<file path="src/hdl/apts_pkg.sv">
// shared types, kind codes and byte class helpers for the pretokenizer splitter
package apts_pkg;

    localparam logic [2:0] KIND_NEWLINE  = 3'd0;
    localparam logic [2:0] KIND_LETTER   = 3'd1;
    localparam logic [2:0] KIND_SP_DIGIT = 3'd2;
    localparam logic [2:0] KIND_DIGIT    = 3'd3;
    localparam logic [2:0] KIND_SPACE    = 3'd4;
    localparam logic [2:0] KIND_PUNCT    = 3'd5;
    localparam logic [2:0] KIND_NONE     = 3'd7;

    localparam logic [7:0] CHAR_LF    = 8'h0A;
    localparam logic [7:0] CHAR_CR    = 8'h0D;
    localparam logic [7:0] CHAR_SPACE = 8'h20;

    typedef struct packed {
        logic [7:0] text_byte;
        logic       text_end;
    } in_t;

    typedef struct packed {
        logic [7:0] out_byte;
        logic       piece_start;
        logic [2:0] piece_kind;
        logic       stream_end;
    } out_t;

    // one request worth of results: res0 always, res1 when two_res is set
    typedef struct packed {
        logic two_res;
        out_t res0;
        out_t res1;
    } entry_t;

    function automatic logic is_nl(input logic [7:0] b);
        return (b == CHAR_LF) || (b == CHAR_CR);
    endfunction

    function automatic logic is_alpha(input logic [7:0] b);
        return ((b >= 8'h41) && (b <= 8'h5A)) || ((b >= 8'h61) && (b <= 8'h7A));
    endfunction

    function automatic logic is_digit(input logic [7:0] b);
        return (b >= 8'h30) && (b <= 8'h39);
    endfunction

    function automatic logic is_ws(input logic [7:0] b);
        return (b == CHAR_SPACE) || ((b >= 8'h09) && (b <= CHAR_CR));
    endfunction

    function automatic logic [2:0] begin_kind(input logic [7:0] b);
        logic [2:0] k;
        if (is_nl(b)) begin
            k = KIND_NEWLINE;
        end else if (is_alpha(b)) begin
            k = KIND_LETTER;
        end else if (is_digit(b)) begin
            k = KIND_DIGIT;
        end else if (is_ws(b)) begin
            k = KIND_SPACE;
        end else begin
            k = KIND_PUNCT;
        end
        return k;
    endfunction

    function automatic logic grows(input logic [2:0] kind, input logic [7:0] b);
        logic g;
        unique case (kind)
            KIND_NEWLINE: g = is_nl(b);
            KIND_LETTER:  g = is_alpha(b);
            KIND_SPACE:   g = is_ws(b) && !is_nl(b);
            KIND_PUNCT:   g = !is_alpha(b) && !is_digit(b) && !is_ws(b);
            default:      g = 1'b0;
        endcase
        return g;
    endfunction

endpackage

</file>
<file path="src/hdl/apts_front.sv">
// front end: classifies each byte, tracks the open piece and builds result entries
module apts_front (
    input  logic            aclk,
    input  logic            aresetn,
    input  logic            s_valid,
    output logic            s_ready,
    input  apts_pkg::in_t   s_data,
    input  logic            q_full,
    output logic            q_push,
    output apts_pkg::entry_t q_entry
);
    import apts_pkg::*;

    logic [2:0] open_kind_reg, open_kind_next;
    logic       space_held_reg, space_held_next;
    logic       has_res;
    logic       s_fire;
    logic [7:0] b;
    logic       last;
    logic [2:0] bk;
    entry_t     ent;

    assign s_ready = !q_full;
    assign s_fire  = s_valid && s_ready;
    assign b       = s_data.text_byte;
    assign last    = s_data.text_end;
    assign bk      = begin_kind(b);

    always_comb begin
        ent             = '0;
        has_res         = 1'b0;
        open_kind_next  = open_kind_reg;
        space_held_next = space_held_reg;
        if (space_held_reg) begin
            space_held_next = 1'b0;
            has_res         = 1'b1;
            ent.two_res     = 1'b1;
            ent.res0        = '{out_byte: CHAR_SPACE, piece_start: 1'b1,
                                piece_kind: KIND_SPACE, stream_end: 1'b0};
            if (is_alpha(b)) begin
                ent.res0.piece_kind = KIND_LETTER;
                ent.res1 = '{out_byte: b, piece_start: 1'b0,
                             piece_kind: KIND_LETTER, stream_end: 1'b0};
                open_kind_next = KIND_LETTER;
            end else if (is_digit(b)) begin
                ent.res0.piece_kind = KIND_SP_DIGIT;
                ent.res1 = '{out_byte: b, piece_start: 1'b0,
                             piece_kind: KIND_SP_DIGIT, stream_end: 1'b0};
                open_kind_next = KIND_NONE;
            end else if (is_ws(b) && !is_nl(b)) begin
                ent.res1 = '{out_byte: b, piece_start: 1'b0,
                             piece_kind: KIND_SPACE, stream_end: 1'b0};
                open_kind_next = KIND_SPACE;
            end else begin
                ent.res1 = '{out_byte: b, piece_start: 1'b1,
                             piece_kind: bk, stream_end: 1'b0};
                open_kind_next = (bk == KIND_DIGIT) ? KIND_NONE : bk;
            end
        end else if (grows(open_kind_reg, b)) begin
            has_res  = 1'b1;
            ent.res0 = '{out_byte: b, piece_start: 1'b0,
                         piece_kind: open_kind_reg, stream_end: 1'b0};
        end else if ((b == CHAR_SPACE) && !last) begin
            // hold the space until the next byte picks its piece
            space_held_next = 1'b1;
            open_kind_next  = KIND_NONE;
        end else begin
            has_res  = 1'b1;
            ent.res0 = '{out_byte: b, piece_start: 1'b1,
                         piece_kind: bk, stream_end: 1'b0};
            open_kind_next = (bk == KIND_DIGIT) ? KIND_NONE : bk;
        end
        if (last) begin
            if (ent.two_res) begin
                ent.res1.stream_end = 1'b1;
            end else begin
                ent.res0.stream_end = 1'b1;
            end
            open_kind_next  = KIND_NONE;
            space_held_next = 1'b0;
        end
    end

    assign q_push  = s_fire && has_res;
    assign q_entry = ent;

    always_ff @(posedge aclk) begin
        if (!aresetn) begin
            open_kind_reg  <= KIND_NONE;
            space_held_reg <= 1'b0;
        end else if (s_fire) begin
            open_kind_reg  <= open_kind_next;
            space_held_reg <= space_held_next;
        end
    end

endmodule

</file>
<file path="src/hdl/apts_queue.sv">
// small fifo of result entries between front and back
module apts_queue #(
    parameter int DEPTH = 4
) (
    input  logic             aclk,
    input  logic             aresetn,
    input  logic             push,
    input  apts_pkg::entry_t push_entry,
    output logic             full,
    input  logic             pop,
    output apts_pkg::entry_t pop_entry,
    output logic             empty
);
    import apts_pkg::*;

    localparam int PW = (DEPTH > 1) ? $clog2(DEPTH) : 1;
    localparam int CW = $clog2(DEPTH + 1);
    localparam logic [PW-1:0] LAST_PTR = PW'(DEPTH - 1);
    localparam logic [CW-1:0] FULL_CNT = CW'(DEPTH);

    entry_t          mem [DEPTH];
    logic [PW-1:0]   wr_ptr_reg, wr_ptr_next;
    logic [PW-1:0]   rd_ptr_reg, rd_ptr_next;
    logic [CW-1:0]   count_reg, count_next;
    logic            do_push, do_pop;

    assign full      = (count_reg == FULL_CNT);
    assign empty     = (count_reg == '0);
    assign do_push   = push && !full;
    assign do_pop    = pop && !empty;
    assign pop_entry = mem[rd_ptr_reg];

    always_comb begin
        wr_ptr_next = wr_ptr_reg;
        rd_ptr_next = rd_ptr_reg;
        count_next  = count_reg;
        if (do_push) begin
            wr_ptr_next = (wr_ptr_reg == LAST_PTR) ? '0 : wr_ptr_reg + 1'b1;
        end
        if (do_pop) begin
            rd_ptr_next = (rd_ptr_reg == LAST_PTR) ? '0 : rd_ptr_reg + 1'b1;
        end
        if (do_push && !do_pop) begin
            count_next = count_reg + 1'b1;
        end else if (do_pop && !do_push) begin
            count_next = count_reg - 1'b1;
        end
    end

    always_ff @(posedge aclk) begin
        if (do_push) begin
            mem[wr_ptr_reg] <= push_entry;
        end
    end

    always_ff @(posedge aclk) begin
        if (!aresetn) begin
            wr_ptr_reg <= '0;
            rd_ptr_reg <= '0;
            count_reg  <= '0;
        end else begin
            wr_ptr_reg <= wr_ptr_next;
            rd_ptr_reg <= rd_ptr_next;
            count_reg  <= count_next;
        end
    end

endmodule

</file>
<file path="src/hdl/apts_back.sv">
// back end: unpacks entries into single results behind an output register
module apts_back (
    input  logic             aclk,
    input  logic             aresetn,
    input  logic             q_empty,
    input  apts_pkg::entry_t q_entry,
    output logic             q_pop,
    output logic             m_valid,
    input  logic             m_ready,
    output apts_pkg::out_t   m_data
);
    import apts_pkg::*;

    logic m_valid_reg, m_valid_next;
    out_t m_data_reg, m_data_next;
    logic pend_reg, pend_next;
    out_t pend_data_reg, pend_data_next;
    logic load_ok;

    assign load_ok = !m_valid_reg || m_ready;

    always_comb begin
        m_valid_next   = m_valid_reg;
        m_data_next    = m_data_reg;
        pend_next      = pend_reg;
        pend_data_next = pend_data_reg;
        q_pop          = 1'b0;
        if (load_ok) begin
            if (pend_reg) begin
                // second result of the last entry goes out first
                m_valid_next = 1'b1;
                m_data_next  = pend_data_reg;
                pend_next    = 1'b0;
            end else if (!q_empty) begin
                q_pop          = 1'b1;
                m_valid_next   = 1'b1;
                m_data_next    = q_entry.res0;
                pend_next      = q_entry.two_res;
                pend_data_next = q_entry.res1;
            end else begin
                m_valid_next = 1'b0;
            end
        end
    end

    assign m_valid = m_valid_reg;
    assign m_data  = m_data_reg;

    always_ff @(posedge aclk) begin
        if (!aresetn) begin
            m_valid_reg <= 1'b0;
            pend_reg    <= 1'b0;
        end else begin
            m_valid_reg <= m_valid_next;
            pend_reg    <= pend_next;
        end
    end

    always_ff @(posedge aclk) begin
        m_data_reg    <= m_data_next;
        pend_data_reg <= pend_data_next;
    end

endmodule

</file>
<file path="src/hdl/ascii_pretokenizer_splitter_unit.sv">
// top level of the ascii pretokenizer splitter: front, result queue and back
// path: a byte's results wait in the QUEUE_DEPTH queue, then in the output register
// throughput: one byte per cycle in while the queue has room, one result per cycle out
// with m_ready high; a held space and its follower leave as two results via the queue
// reset: aresetn low clears piece state, queue pointers and output valid
module ascii_pretokenizer_splitter_unit #(
    parameter int QUEUE_DEPTH = 4
) (
    input  logic           aclk,
    input  logic           aresetn,
    input  logic           s_valid,
    output logic           s_ready,
    input  apts_pkg::in_t  s_data,
    output logic           m_valid,
    input  logic           m_ready,
    output apts_pkg::out_t m_data
);
    import apts_pkg::*;

    logic   q_full, q_push, q_pop, q_empty;
    entry_t push_entry, pop_entry;

    apts_front u_front (
        .aclk    (aclk),
        .aresetn (aresetn),
        .s_valid (s_valid),
        .s_ready (s_ready),
        .s_data  (s_data),
        .q_full  (q_full),
        .q_push  (q_push),
        .q_entry (push_entry)
    );

    apts_queue #(
        .DEPTH (QUEUE_DEPTH)
    ) u_queue (
        .aclk       (aclk),
        .aresetn    (aresetn),
        .push       (q_push),
        .push_entry (push_entry),
        .full       (q_full),
        .pop        (q_pop),
        .pop_entry  (pop_entry),
        .empty      (q_empty)
    );

    apts_back u_back (
        .aclk    (aclk),
        .aresetn (aresetn),
        .q_empty (q_empty),
        .q_entry (pop_entry),
        .q_pop   (q_pop),
        .m_valid (m_valid),
        .m_ready (m_ready),
        .m_data  (m_data)
    );

endmodule

</file>
<file path="config.mk">
export PLATFORM = sky130hd
export DESIGN_NAME = ascii_pretokenizer_splitter_unit
export DESIGN_NICKNAME = d
export VERILOG_FILES = /design/src/hdl/apts_pkg.sv /design/src/hdl/apts_front.sv /design/src/hdl/apts_queue.sv /design/src/hdl/apts_back.sv /design/src/hdl/ascii_pretokenizer_splitter_unit.sv
export SDC_FILE = /design/constraint.sdc
export NUM_CORES = 1
export LEC_CHECK = 0
export BUFFER_PORTS_ARGS = -buffer_cell sky130_fd_sc_hd__buf_4
export CORE_ASPECT_RATIO = 1.2
export CORE_MARGIN = 5
export CORE_UTILIZATION = 44
export CTS_BUF_LIST = sky130_fd_sc_hd__clkbuf_8
export DETAILED_ROUTE_END_ITERATION = 16
export PLACE_DENSITY = 0.63
export REMOVE_ABC_BUFFERS = 1
export SLEW_MARGIN = 20
export SYNTH_ARGS = -nofsm -noshare
export SYNTH_HDL_FRONTEND = slang
export SYNTH_SLANG_ARGS = --single-unit
</file>
<file path="constraint.sdc">
create_clock -name aclk -period 3.1 [get_ports aclk]
set_input_delay 0.465 -clock aclk [delete_from_list [all_inputs] [get_ports aclk]]
set_output_delay 0.465 -clock aclk [all_outputs]
set_load 0.1 [all_outputs]
</file>
==> After elaboration in Yosys (flattened, before gate mapping) <==
Memories as Yosys holds them, arrays and structs flattened. A register that Yosys moved wholly into a read port is not among the register bits.
Index checks and enable logic that the tools add are counted.
{ "word_totals": {"reg_bits": 39, "mem_bits_rw": 108, "inputBits": 13, "n_memories": 1, "output_inout_bits": 15} }
{ "classes": {"addsub": 4, "reduce_logical": 34, "eq_ne": 12, "n_mux": 51, "order_cmp": 8, "n_bitwise": 2} }
{ "memory_table": {"columns": ["name", "depth", "word_bits", "rd", "rd_clocked_by_memory_dff", "write_ports", "line", "rtl"], "rows": [
  ["u_queue.mem", 4, 27, 1, 1, 1, "apts_queue.sv:21", "entry_t mem [DEPTH];"]
]} }
{ "op_table": {"columns": ["operator", "count"], "rows": [
  ["$mux W13", 6],
  ["$mux W3", 15],
  ["$mux W1", 22],
  ["$eq A8 B4 Y1 const B", 2],
  ["$ge A8 B7 Y1 const B", 2],
  ["$le A8 B7 Y1 const B", 2],
  ["$mux W5", 3],
  ["$logic_and A1 B1 Y1", 14],
  ["$logic_not A1 Y1", 10],
  ["$eq A3 B3 Y1 const B", 3],
  ["$eq A8 B6 Y1 const B", 1],
  ["$ge A8 B4 Y1 const B", 1],
  ["$ge A8 B6 Y1 const B", 1],
  ["$le A8 B4 Y1 const B", 1],
  ["$le A8 B6 Y1 const B", 1],
  ["$mux W2", 4],
  ["$logic_not A3 Y1", 2],
  ["$add A2 B1 Y2 const B", 2],
  ["$eq A2 B2 Y1 const B", 2],
  ["$logic_or A1 B1 Y1", 4],
  ["$pmux W1 S4", 1],
  ["$reduce_and A2 Y1", 2],
  ["$add A3 B1 Y3 const B", 1],
  ["$eq A3 B1 Y1 const B", 1],
  ["7 further kinds", 8]
]} }

==> Logic depth before layout (Yosys ltp) <==
Gate-level depths: netlist (run 1).
{ "depth": {"word_depth": 16, "mapped_depth": 11} }

==> Modules after synthesis <==
A second synthesis (run 1) with hierarchy kept.
{ "hier_totals": {"cells_unflattened": 337, "area_unflattened_um2": 6147.1} }
{ "by_module_without_submodules": {"columns": ["module", "cells_each", "area_each_um2", "n_inst", "seq_area_each_um2"], "rows": [
  ["apts_queue", 192, 4424.2, 1, 3423.3],
  ["apts_back", 52, 1077.3, 1, 820.8],
  ["apts_front", 93, 645.6, 1, 80.1]
]} }

==> Worst setup path before layout (run 1) <==
OpenSTA, ideal clock, no wires.
{ "synth_path": {"kind": "register to register", "from": "register u_back.m_valid_reg (netlist: u_back.m_valid)", "to": "register u_queue.count_reg[2]", "setup_slack_ns": -0.304, "arrival_time_ns": 3.334, "path_stages_with_launch": 10, "period_less_slack_ns": 3.404, "n_path_buf": 0, "path_cell_list": "dfxtp_1 nor2b_1 nor3_1 inv_1 ha_1 inv_1 fa_1 xor2_1 or3_1 a21oi_1"} }
{ "synth_between": {"elab_chain_cells": 7, "word_cells_on_any_way": 9, "classes_between": "mux (2); reduce/logical (7)"} }
{ "synth_rtl": {"columns": ["item", "line", "rtl"], "rows": [
  ["start: declaration", "apts_back.sv:14", "logic m_valid_reg, m_valid_next;"],
  ["start signal: assignment", "apts_back.sv:54", "m_valid_reg <= m_valid_next;"],
  ["$logic_not A1 Y1 *", "apts_back.sv:20", "assign load_ok = !m_valid_reg || m_ready;"],
  ["$logic_or A1 B1 Y1 *", "apts_back.sv:20", null],
  ["$mux W1 *", "apts_back.sv:28", "if (load_ok) begin"],
  ["$logic_and A1 B1 Y1 *", "apts_queue.sv:30", "assign do_pop = pop && !empty;"],
  ["$logic_not A1 Y1", "apts_queue.sv:43", "if (do_push && !do_pop) begin"],
  ["$logic_and A1 B1 Y1", "apts_queue.sv:43", null],
  ["$mux W3 / $reduce_bool A2 Y1 (equally long branches)", null, null],
  ["end signal: assignment", "apts_queue.sv:64", "count_reg <= count_next;"],
  ["end: declaration", "apts_queue.sv:24", "logic [CW-1:0] count_reg, count_next;"]
]} }
Mark *: on every way between the ends. The rest lies on a longest branch, timed or not.
A chain may end at the register's enable or synchronous reset.

==> Worst setup path in the final report (run 1) <==
{ "layout_path": {"from": "input port s_data[1] (netlist name)", "to": "register u_queue.count_reg[2]"} }
{ "layout_between": {"elab_chain_cells": 15, "word_cells_on_any_way": 38, "classes_between": "order compare (8); eq/ne (3); mux (6); reduce/logical (21)"} }
{ "layout_rtl": {"columns": ["item", "line", "rtl"], "rows": [
  ["start: declaration", "ascii_pretokenizer_splitter_unit.sv:13", "input apts_pkg::in_t s_data,"],
  ["$ge A8 B7 Y1 / $le A8 B7 Y1 (equally long branches)", "apts_pkg.sv:40", "return ((b >= 8'h41) && (b <= 8'h5A)) || ((b >= 8'h61) && (b <= 8'h7A));"],
  ["$logic_and A1 B1 Y1", "apts_pkg.sv:40", null],
  ["$logic_or A1 B1 Y1", "apts_pkg.sv:40", null],
  ["$logic_not A1 Y1", "apts_pkg.sv:73", "KIND_PUNCT: g = !is_alpha(b) && !is_digit(b) && !is_ws(b);"],
  ["$logic_and A1 B1 Y1 (2 in series)", "apts_pkg.sv:73", null],
  ["$pmux W1 S4", "apts_pkg.sv:69", "unique case (kind)"],
  ["$mux W1", "apts_front.sv:34", "if (space_held_reg) begin"],
  ["$mux W1 *", "apts_front.sv:59", "end else if (grows(open_kind_reg, b)) begin"],
  ["$mux W1 *", "apts_front.sv:34", null],
  ["$logic_and A1 B1 Y1 *", "apts_front.sv:84", "assign q_push = s_fire && has_res;"],
  ["$logic_and A1 B1 Y1 *", "apts_queue.sv:29", "assign do_push = push && !full;"],
  ["via u_queue.do_push", "apts_queue.sv:25", "logic do_push, do_pop;"],
  ["$logic_not A1 Y1", "apts_queue.sv:45", "end else if (do_pop && !do_push) begin"],
  ["$logic_and A1 B1 Y1", "apts_queue.sv:45", null],
  ["$reduce_bool A2 Y1 (no source line)", null, null]
]} }
The timed path passes the listed nets; every way through them passes the cells marked *. The select of a mux whose other input is x is not followed.

==> results of run 1 <==
cell usage in the layout (no fill, tap or decap), types with 3 or more instances in the layout:
master / Yosys / final
edfxtp_1: 134 / 134
buf_4: 0 / 49
mux4_2: 27 / 27
clkbuf_8: 0 / 17
nor2_1: 16 / 16
and2_1: 16 / 16
dfxtp_1: 15 / 14
nor2b_1: 13 / 13
mux2_2: 13 / 13
inv_1: 7 / 12
nor3_1: 8 / 7
nand2_1: 7 / 7
ha_1: 6 / 6
or3_1: 4 / 4
nand3_1: 4 / 4
bufinv_16: 0 / 4
buf_12: 0 / 4
a21oi_1: 3 / 3
o21ai_0: 3 / 3
mux2i_1: 3 / 3
worst max-delay path by stage:
stage | startpoint | to | cells after the start
after floorplan | u_back.m_valid | u_queue.count_reg[2] | 9
after global placement | s_data[1] | u_queue.count_reg[2] | 11
after detailed placement | s_data[1] | u_queue.count_reg[2] | 11
after CTS | s_data[1] | u_queue.count_reg[2] | 11
after global routing | s_data[5] | u_queue.count_reg[2] | 11
final | s_data[1] | u_queue.count_reg[2] | 11
cell usage after synthesis, drive strengths merged, types with 2 or more instances:
cell type / count
clkbuf: 9
a211oi: 2
nand2b: 2
o21ai: 3
ha: 6
mux4: 27
o31ai: 2
or3: 5
a21oi: 5
nor3b: 2
inv: 7
mux2i: 3
o211ai: 3
and2: 16
o221ai: 2
a21o: 2
nor2: 16
or4: 2
dfxtp: 15
mux2: 13
nand3: 4
nor2b: 14
nand2: 7
edfxtp: 134
buf: 6
nor3: 8
xor2: 2
metal layers:
layer | part of all wire, % | track usage [%] | vias up
li1 | - | - | 1455
met1 | 41 | 17.99 | 1587
met2 | 54 | 26.01 | 56
met3 | 3.6 | 4.080 | 12
met4 | 1.7 | 6.964 | 0
met5 | 0 | 0 | -
report_power, final:
part | internal (mW) | leakage [nW] | switching [mW]
clock | 0.856 | 0.216 | 0.683
combinational | 0.688 | 0.818 | 1.37
sequential | 2.66 | 1.41 | 0.132
through the flow:
| step | hold slack, ns | setup TNS (ns) | std cells | utilization, % | setup slack, ns |
|---|---|---|---|---|---|
| after floorplan | 0.4502 | -0.5474 | 324 | - | -0.3045 |
| after global placement | 0.4852 | 0 | 548 | 48.75 | 0.05652 |
| after detailed placement | 0.4900 | -0.03881 | 548 | 48.75 | -0.03881 |
| after CTS | 0.2889 | 0 | 579 | 51.71 | 0.4099 |
| after global routing | 0.3226 | 0 | 579 | 51.71 | 0.2957 |
| final | 0.3204 | 0 | 579 | 51.71 | 0.3774 |
kinds of logic after synthesis:
group	synth area share (%)
muxes	12.90
AOI/OAI and AO/OA	4.464
and+or+nand+nor	8.106
DFF	71.10
buffers and inverters	1.584
xor gates and xnor gates	0.2881
adders and majority gates	1.563
critical path, stage by stage:
cell and delay (ns):
buf_4 0.13, or4b_1 0.52, a211oi_2 0.30, o211ai_2 0.13
a21oi_2 0.20, ha_1 0.20, inv_1 0.07, fa_1 0.44
xor2_1 0.16, or3_1 0.32, a21oi_1 0.14
layout make-up:
cell class | count | area share (%)
flip-flops and latches | 149 | 61.05
multi-input cells | 168 | 23.52
repair buffers | 53 | 6.322
clock buffers | 17 | 3.302
well taps | 171 | 3.020
clock inverters | 14 | 2.419
inverters | 7 | 0.3708
==> impl_metrics.ini, run 1 <==
[global_route]
antenna_found_initial = 0
grt_pass1_vias = 3496
overflow = 0
grt_max_degree = 34
grt_use_total_pct = 15.25
grt_pass1_wl_mm = 18.94

[clock_network]
clockBufferDepth = 2
post_cts_buffers = 0
tritoncts = built
postCtsResizedCells = 0
htreeDepth = 4
clk_pin_slew_ns = 0.07
root_buffer = clkbuf_8
insertion_delay_ns = 0.43
hold_buffers = 0
cts_buffers = 17
numClockSinks = 149

[min_path]
hold_start = aresetn
min_path_type = primary input to flip-flop
hold_path_end = u_queue.wr_ptr_reg[0]
worstHoldPathCells = 3

[critical_path]
rr_endpoint = u_queue.count_reg[2]
critical_path_required_ns = 3.46
worst_setup_path_start_kind = primary input
critPathCaptureType = flip-flop
timing.rr.start = u_queue.count_reg[0]
rrSetupSlack_ns = 0.66
path_max_fanout = 3
worst_ep_arrival_time_ns = 3.08
r2r_cells = 10
crit_type = primary input to flip-flop

[cells_and_area]
syn_to_final_growth_pct = 16.50
drive_gt1_share_pct = 32.11
final_area_um2 = 7086
nNetsFinal = 416
multiInputGateArea_um2 = 1667
regArea_um2 = 4325
antenna_cells = 0
fill_cells = 1109
largest_reg_flops = 108

[yosys]
avgSynthCellArea_um2 = 17.94
synth_ff_type = edfxtp_1
synth_top_area_share_pct = 66.16
synth_cell_types = 56
ys_seq_elements = 149
netlist_area_um2 = 6082
async_flop_share_pct = 0
synth_area_leaders = edfxtp_1, mux4_2, dfxtp_1, mux2_2, and2_1
yosys.area.top_type = edfxtp_1
yosysSeqAreaShare_pct = 71.10
netlist_instances = 339
ys_warn_count = 0
synth_enable_flop_cells = 134

[routing]
first_pass_iters = 4
wl_per_cell_um = 20.01
drt_iter0_markers = 226
num_vias = 3110
drc = 0
routed_wl_mm = 11.59
antenna_left = 0
routed_via_density = 5.371

[die]
boundaryPins = 28
die_h_um = 138.8
coreArea_um2 = 13700
die_x_um = 117.3
start_util_pct = 44.39
rows = 47
dieArea_um2 = 16280

[place]
placed_area_um2 = 6680
numPortBuffers = 27
routabilityCongestion = 0.7776
dp_hpwl_mm = 7.394

[timing]
hold_viol = 0
finClkSkew_ns = 0.008808
grt_setup_unrepaired = false
fin_crit_ns = 2.723
slew_headroom_pct = 62.45
tightest_slew_ns = 0.5583
drv_slew = 0
finalCritPeriodShare_pct = 87.82
finalSetupViolations = 0
max_freq_ghz = 0.3673

[flow_run]
drv_cap = 0

[pwr]
ir_drop_mv = 0.5956
total_power_mw = 6.390
p_leak_nw = 2.443
power_density_nw_per_um2 = 901.8

[outcome]
status = finished clean
No activity file was read; power rests on OpenSTA's default activity.
==> run 2: changes to the inputs <==
--- a/config.mk
+++ b/config.mk
@@ -8,10 +8,10 @@
 export BUFFER_PORTS_ARGS = -buffer_cell sky130_fd_sc_hd__buf_4
 export CORE_ASPECT_RATIO = 1.2
 export CORE_MARGIN = 5
-export CORE_UTILIZATION = 44
+export CORE_UTILIZATION = 50
 export CTS_BUF_LIST = sky130_fd_sc_hd__clkbuf_8
 export DETAILED_ROUTE_END_ITERATION = 16
-export PLACE_DENSITY = 0.63
+export PLACE_DENSITY = 0.7
 export REMOVE_ABC_BUFFERS = 1
 export SLEW_MARGIN = 20
 export SYNTH_ARGS = -nofsm -noshare
==> impl_metrics.ini, run 2 (synthesized netlist as in run 1, its figures left out) <==
[cells_and_area]
drive_gt1_share_pct = 31.36
fill_cells = 966
nNetsFinal = 413
syn_to_final_growth_pct = 15.45
regArea_um2 = 4325
largest_reg_flops = 108
multiInputGateArea_um2 = 1667
final_common_cell = edfxtp_1
antenna_cells = 0
final_util_pct = 58.51
mostFrequentLayoutCells = edfxtp_1, buf_4, mux4_2, clkbuf_8

[clock_network]
insertion_delay_ns = 0.42
root_buffer = clkbuf_8
clk_pin_slew_ns = 0.08
cts_buffers = 17
post_cts_buffers = 0
hold_buffers = 0
tritoncts = built
postCtsResizedCells = 0
htreeDepth = 4
numClockSinks = 149
clockBufferDepth = 2

[timing]
max_freq_ghz = 0.3730
drv_slew = 0
fin_crit_ns = 2.681
hold_viol = 0
finClkSkew_ns = 0.01002
grt_setup_unrepaired = false
finalCritPeriodShare_pct = 86.49
slew_headroom_pct = 60.36
tightest_slew_ns = 0.5928
fin_setup_tns_ns = 0
finalSetupViolations = 0

[critical_path]
endpoint = u_queue.count_reg[2]
worst_ep_arrival_time_ns = 3.03
timing.rr.start = u_queue.count_reg[0]
path_max_fanout = 3
critPathCaptureType = flip-flop
rr_endpoint = u_queue.count_reg[2]
worst_setup_path_start_kind = primary input
critPathLaunch = s_data[5]
crit_type = primary input to flip-flop
critical_path_required_ns = 3.45
rrSetupSlack_ns = 0.70
r2r_cells = 10

[flow_run]
drv_cap = 0

[pwr]
power_density_nw_per_um2 = 889.0
ir_drop_mv = 0.4052
p_leak_nw = 2.405

[die]
start_util_pct = 50.68
rows = 44
die_x_um = 110.7
coreArea_um2 = 12000
boundaryPins = 28
dieArea_um2 = 14480
die_h_um = 130.8

[global_route]
antenna_found_initial = 0
grt_pass1_vias = 3315
grt_max_degree = 34
grt_pass1_wl_mm = 17.89
grt_use_total_pct = 16.52
overflow = 0

[place]
numPortBuffers = 27
dp_hpwl_mm = 6.851
routabilityCongestion = 0.8449

[routing]
routed_via_density = 5.512
first_pass_iters = 5
num_vias = 3120
met3_length_um = 282
drc = 0
antenna_left = 0
routed-wl-met2_mm = 5.963
wl_per_cell_um = 19.63
highest_layer = met4
drt_iter0_markers = 193
routed_wl_mm = 11.11
routedLengthMet1_mm = 4.807

[min_path]
min_path_type = primary input to flip-flop

[outcome]
status = finished clean
[run 2: critical path, stage by stage]
cell and delay, ns:
buf_4 0.12, or3_1 0.42, nor4b_2 0.37, o211ai_2 0.16
a21oi_2 0.19, ha_1 0.20, inv_1 0.07, fa_1 0.43
xor2_1 0.16, or3_1 0.30, a21oi_1 0.13
[run 2: power breakdown]
group,total (mW),switching (mW),internal [mW]
registers,2.79,0.133,2.66
clock network,1.42,0.650,0.771
logic,2.03,1.35,0.675
total,6.24,2.14,4.10
[run 2: layer usage]
layer,vias to the layer above,GRT usage [%]
met5,-,0
met4,0,6.087
met3,4,4.514
met2,38,28.25
met1,1624,20.44
li1,1454,-
[run 2: per-stage QoR]
stage / area, um^2 / setup WS (ns) / total power [mW] / cells / hold WS (ns)
floorplan: 6012 / -0.3045 / 4.327 / 324 / 0.4502
finish: 7022 / 0.4189 / 6.242 / 566 / 0.3114
CTS: 7022 / 0.4437 / 6.320 / 566 / 0.2872
global route: 7022 / 0.2849 / 6.535 / 566 / 0.2942
global placement: 6645 / 0.04697 / 4.865 / 535 / 0.4840
detailed placement: 6645 / -0.006854 / 4.900 / 535 / 0.4903
[run 2: how the worst min path moves through the flow]
stage | cells after the start | slack [ns] | to | start
after global placement | 1 | 0.48 | u_front.open_kind_reg[1] | u_front.open_kind_reg[1]
after global routing | 3 | 0.29 | u_queue.wr_ptr_reg[1] | aresetn
final | 3 | 0.31 | u_queue.wr_ptr_reg[0] | aresetn
after detailed placement | 1 | 0.49 | u_front.open_kind_reg[1] | u_front.open_kind_reg[1]
after floorplan | 1 | 0.45 | u_front.open_kind_reg[1] | u_front.open_kind_reg[1]
after CTS | 3 | 0.29 | u_queue.wr_ptr_reg[0] | aresetn
[run 2: area by class of cell]
class	count	share of cell area, %
repair buffers	50	6.058
clock inverters	14	2.031
flip-flops and latches	149	61.60
well taps	161	2.869
multi-input cells	168	23.73
inverters	7	0.3742
clock buffers	17	3.332
==> run 3: changes to the inputs <==
--- a/config.mk
+++ b/config.mk
@@ -6,12 +6,12 @@
 export NUM_CORES = 1
 export LEC_CHECK = 0
 export BUFFER_PORTS_ARGS = -buffer_cell sky130_fd_sc_hd__buf_4
-export CORE_ASPECT_RATIO = 1.2
+export CORE_ASPECT_RATIO = 0.75
 export CORE_MARGIN = 5
 export CORE_UTILIZATION = 50
 export CTS_BUF_LIST = sky130_fd_sc_hd__clkbuf_8
 export DETAILED_ROUTE_END_ITERATION = 16
-export PLACE_DENSITY = 0.7
+export PLACE_DENSITY_LB_ADDON = 0.08
 export REMOVE_ABC_BUFFERS = 1
 export SLEW_MARGIN = 20
 export SYNTH_ARGS = -nofsm -noshare
==> impl_metrics.ini, run 3 (synthesized netlist as in run 1, its figures left out) <==
[routing]
drt_iter0_markers = 215
routed_wl_mm = 11.33
first_pass_iters = 4
num_vias = 3162
antenna_left = 0
wl_per_cell_um = 19.91
drc = 0
routed_via_density = 5.557

[timing]
drv_slew = 0
max_freq_ghz = 0.3733
finalSetupViolations = 0
finalCritPeriodShare_pct = 86.42
tightest_slew_ns = 0.4668
worst_slack_ns = 0.4209
hold_viol = 0
slew_headroom_pct = 68.85
hold_ws_ns = 0.3168
finClkSkew_ns = 0.01338
fin_crit_ns = 2.679
grt_setup_unrepaired = false

[critical_path]
timing.rr.start = u_queue.count_reg[0]
crit_slowest_cell = or4b_1
worst_setup_path_start_kind = primary input
path_max_fanout = 3
path_cells = buf_4 -> or4b_1 -> a211oi_2 -> o211ai_2 -> a21oi_2 -> ha_1 -> inv_1 -> fa_1 -> xor2_1 -> or3_1 -> a21oi_1
cp_slowest_stage_delay_ns = 0.53
critPathCaptureType = flip-flop
critPathLaunch = s_data[2]
rrSetupSlack_ns = 0.72
endpoint = u_queue.count_reg[2]
r2r_cells = 10
worst_ep_arrival_time_ns = 3.05
crit_type = primary input to flip-flop
rr_endpoint = u_queue.count_reg[2]
critical_path_required_ns = 3.47

[pwr]
seqPwrFrac_pct = 43.5
p_leak_nw = 2.449
clockPowerShare_pct = 24.5
ir_drop_mv = 0.5407
power_frac_comb_pct = 32.0
p_switching_mw = 2.180
p_int_mw = 4.211
total_power_mw = 6.391
power_density_nw_per_um2 = 903.6
p_sw_share_pct = 34.11

[cells_and_area]
final_area_um2 = 7073
fill_cells = 916
fin_cells = 569
antenna_cells = 0
multiInputGateArea_um2 = 1667
syn_to_final_growth_pct = 16.29
nNetsFinal = 414
largest_reg_flops = 108
regArea_um2 = 4325
drive_gt1_share_pct = 32.19
final_common_cell = edfxtp_1
mostFrequentLayoutCells = edfxtp_1, buf_4, mux4_2, clkbuf_8

[die]
start_util_pct = 51.80
die_x_um = 137.4
rows = 34
die_h_um = 105.5
coreArea_um2 = 11740
boundaryPins = 28
dieArea_um2 = 14490

[clock_network]
root_buffer = clkbuf_8
htreeDepth = 4
post_cts_buffers = 0
numClockSinks = 149
clockBufferDepth = 2
postCtsResizedCells = 0
tritoncts = built
insertion_delay_ns = 0.43
clk_pin_slew_ns = 0.08
hold_buffers = 0
cts_buffers = 17

[place]
dp_hpwl_mm = 6.889
placed_area_um2 = 6654
dp_cells = 537
numPortBuffers = 27
routabilityCongestion = 0.7570
preCtsSetupSlack_ns = -0.02459

[flow_run]
drv_cap = 0

[min_path]
min_path_type = primary input to flip-flop
worstHoldPathCells = 3

[global_route]
grt_pass1_vias = 3320
grt_max_degree = 34
antenna_found_initial = 0
overflow = 0
grt_pass1_wl_mm = 18.26
grt_use_total_pct = 17.10

[outcome]
status = finished clean
==> run 3: power groups by stage <==
stage          Clock [mW]  Sequential [mW]  Combinational, mW
2_1_floorplan           0             3.58              0.744
3_3_place_gp            0             2.82               2.05
3_5_place_dp            0             2.83               2.07
4_1_cts              1.60             2.79               2.07
5_1_grt              1.70             2.81               2.17
6_report             1.57             2.78               2.04
==> run 3: critical path, delay by kind of cell <==
family	cells	cell delay [ns]
compound gates	4	0.76
xor+xnor	1	0.16
fa+ha+maj	2	0.63
buf+inv	2	0.18
simple gates	2	0.84
==> run 3: worst min path at each step <==
stage                        startpoint                  endpoint
2_1_floorplan  u_front.open_kind_reg[1]  u_front.open_kind_reg[1]
3_3_place_gp   u_front.open_kind_reg[1]  u_front.open_kind_reg[1]
3_5_place_dp   u_front.open_kind_reg[1]  u_front.open_kind_reg[1]
4_1_cts                         aresetn     u_queue.wr_ptr_reg[0]
5_1_grt                         aresetn     u_queue.wr_ptr_reg[1]
6_report                        aresetn     u_queue.wr_ptr_reg[0]
==> run 3: through the flow <==
stage	TNS, ns	utilization (%)
after global routing	0	60.24
after CTS	0	60.24
final	0	60.24
after floorplan	-0.5474	-
after global placement	0	56.67
after detailed placement	-0.02459	56.67
==> run 3: cell type report <==
class                   instances  area share, %
flip-flops and latches        149          61.15
multi-input cells             168          23.56
repair buffers                 51          6.121
clock buffers                  18          3.503
well taps                     162          2.866
clock inverters                14          2.423
inverters                       7         0.3715
==> run 3: metal layers <==
metal | share of wire (%) | global-route usage, % | up-vias
met4 | 1.1 | 5.840 | 0
met1 | 47 | 24.59 | 1622
met3 | 5.2 | 4.000 | 11
met5 | 0 | 0 | -
li1 | - | - | 1460
met2 | 47 | 25.89 | 69
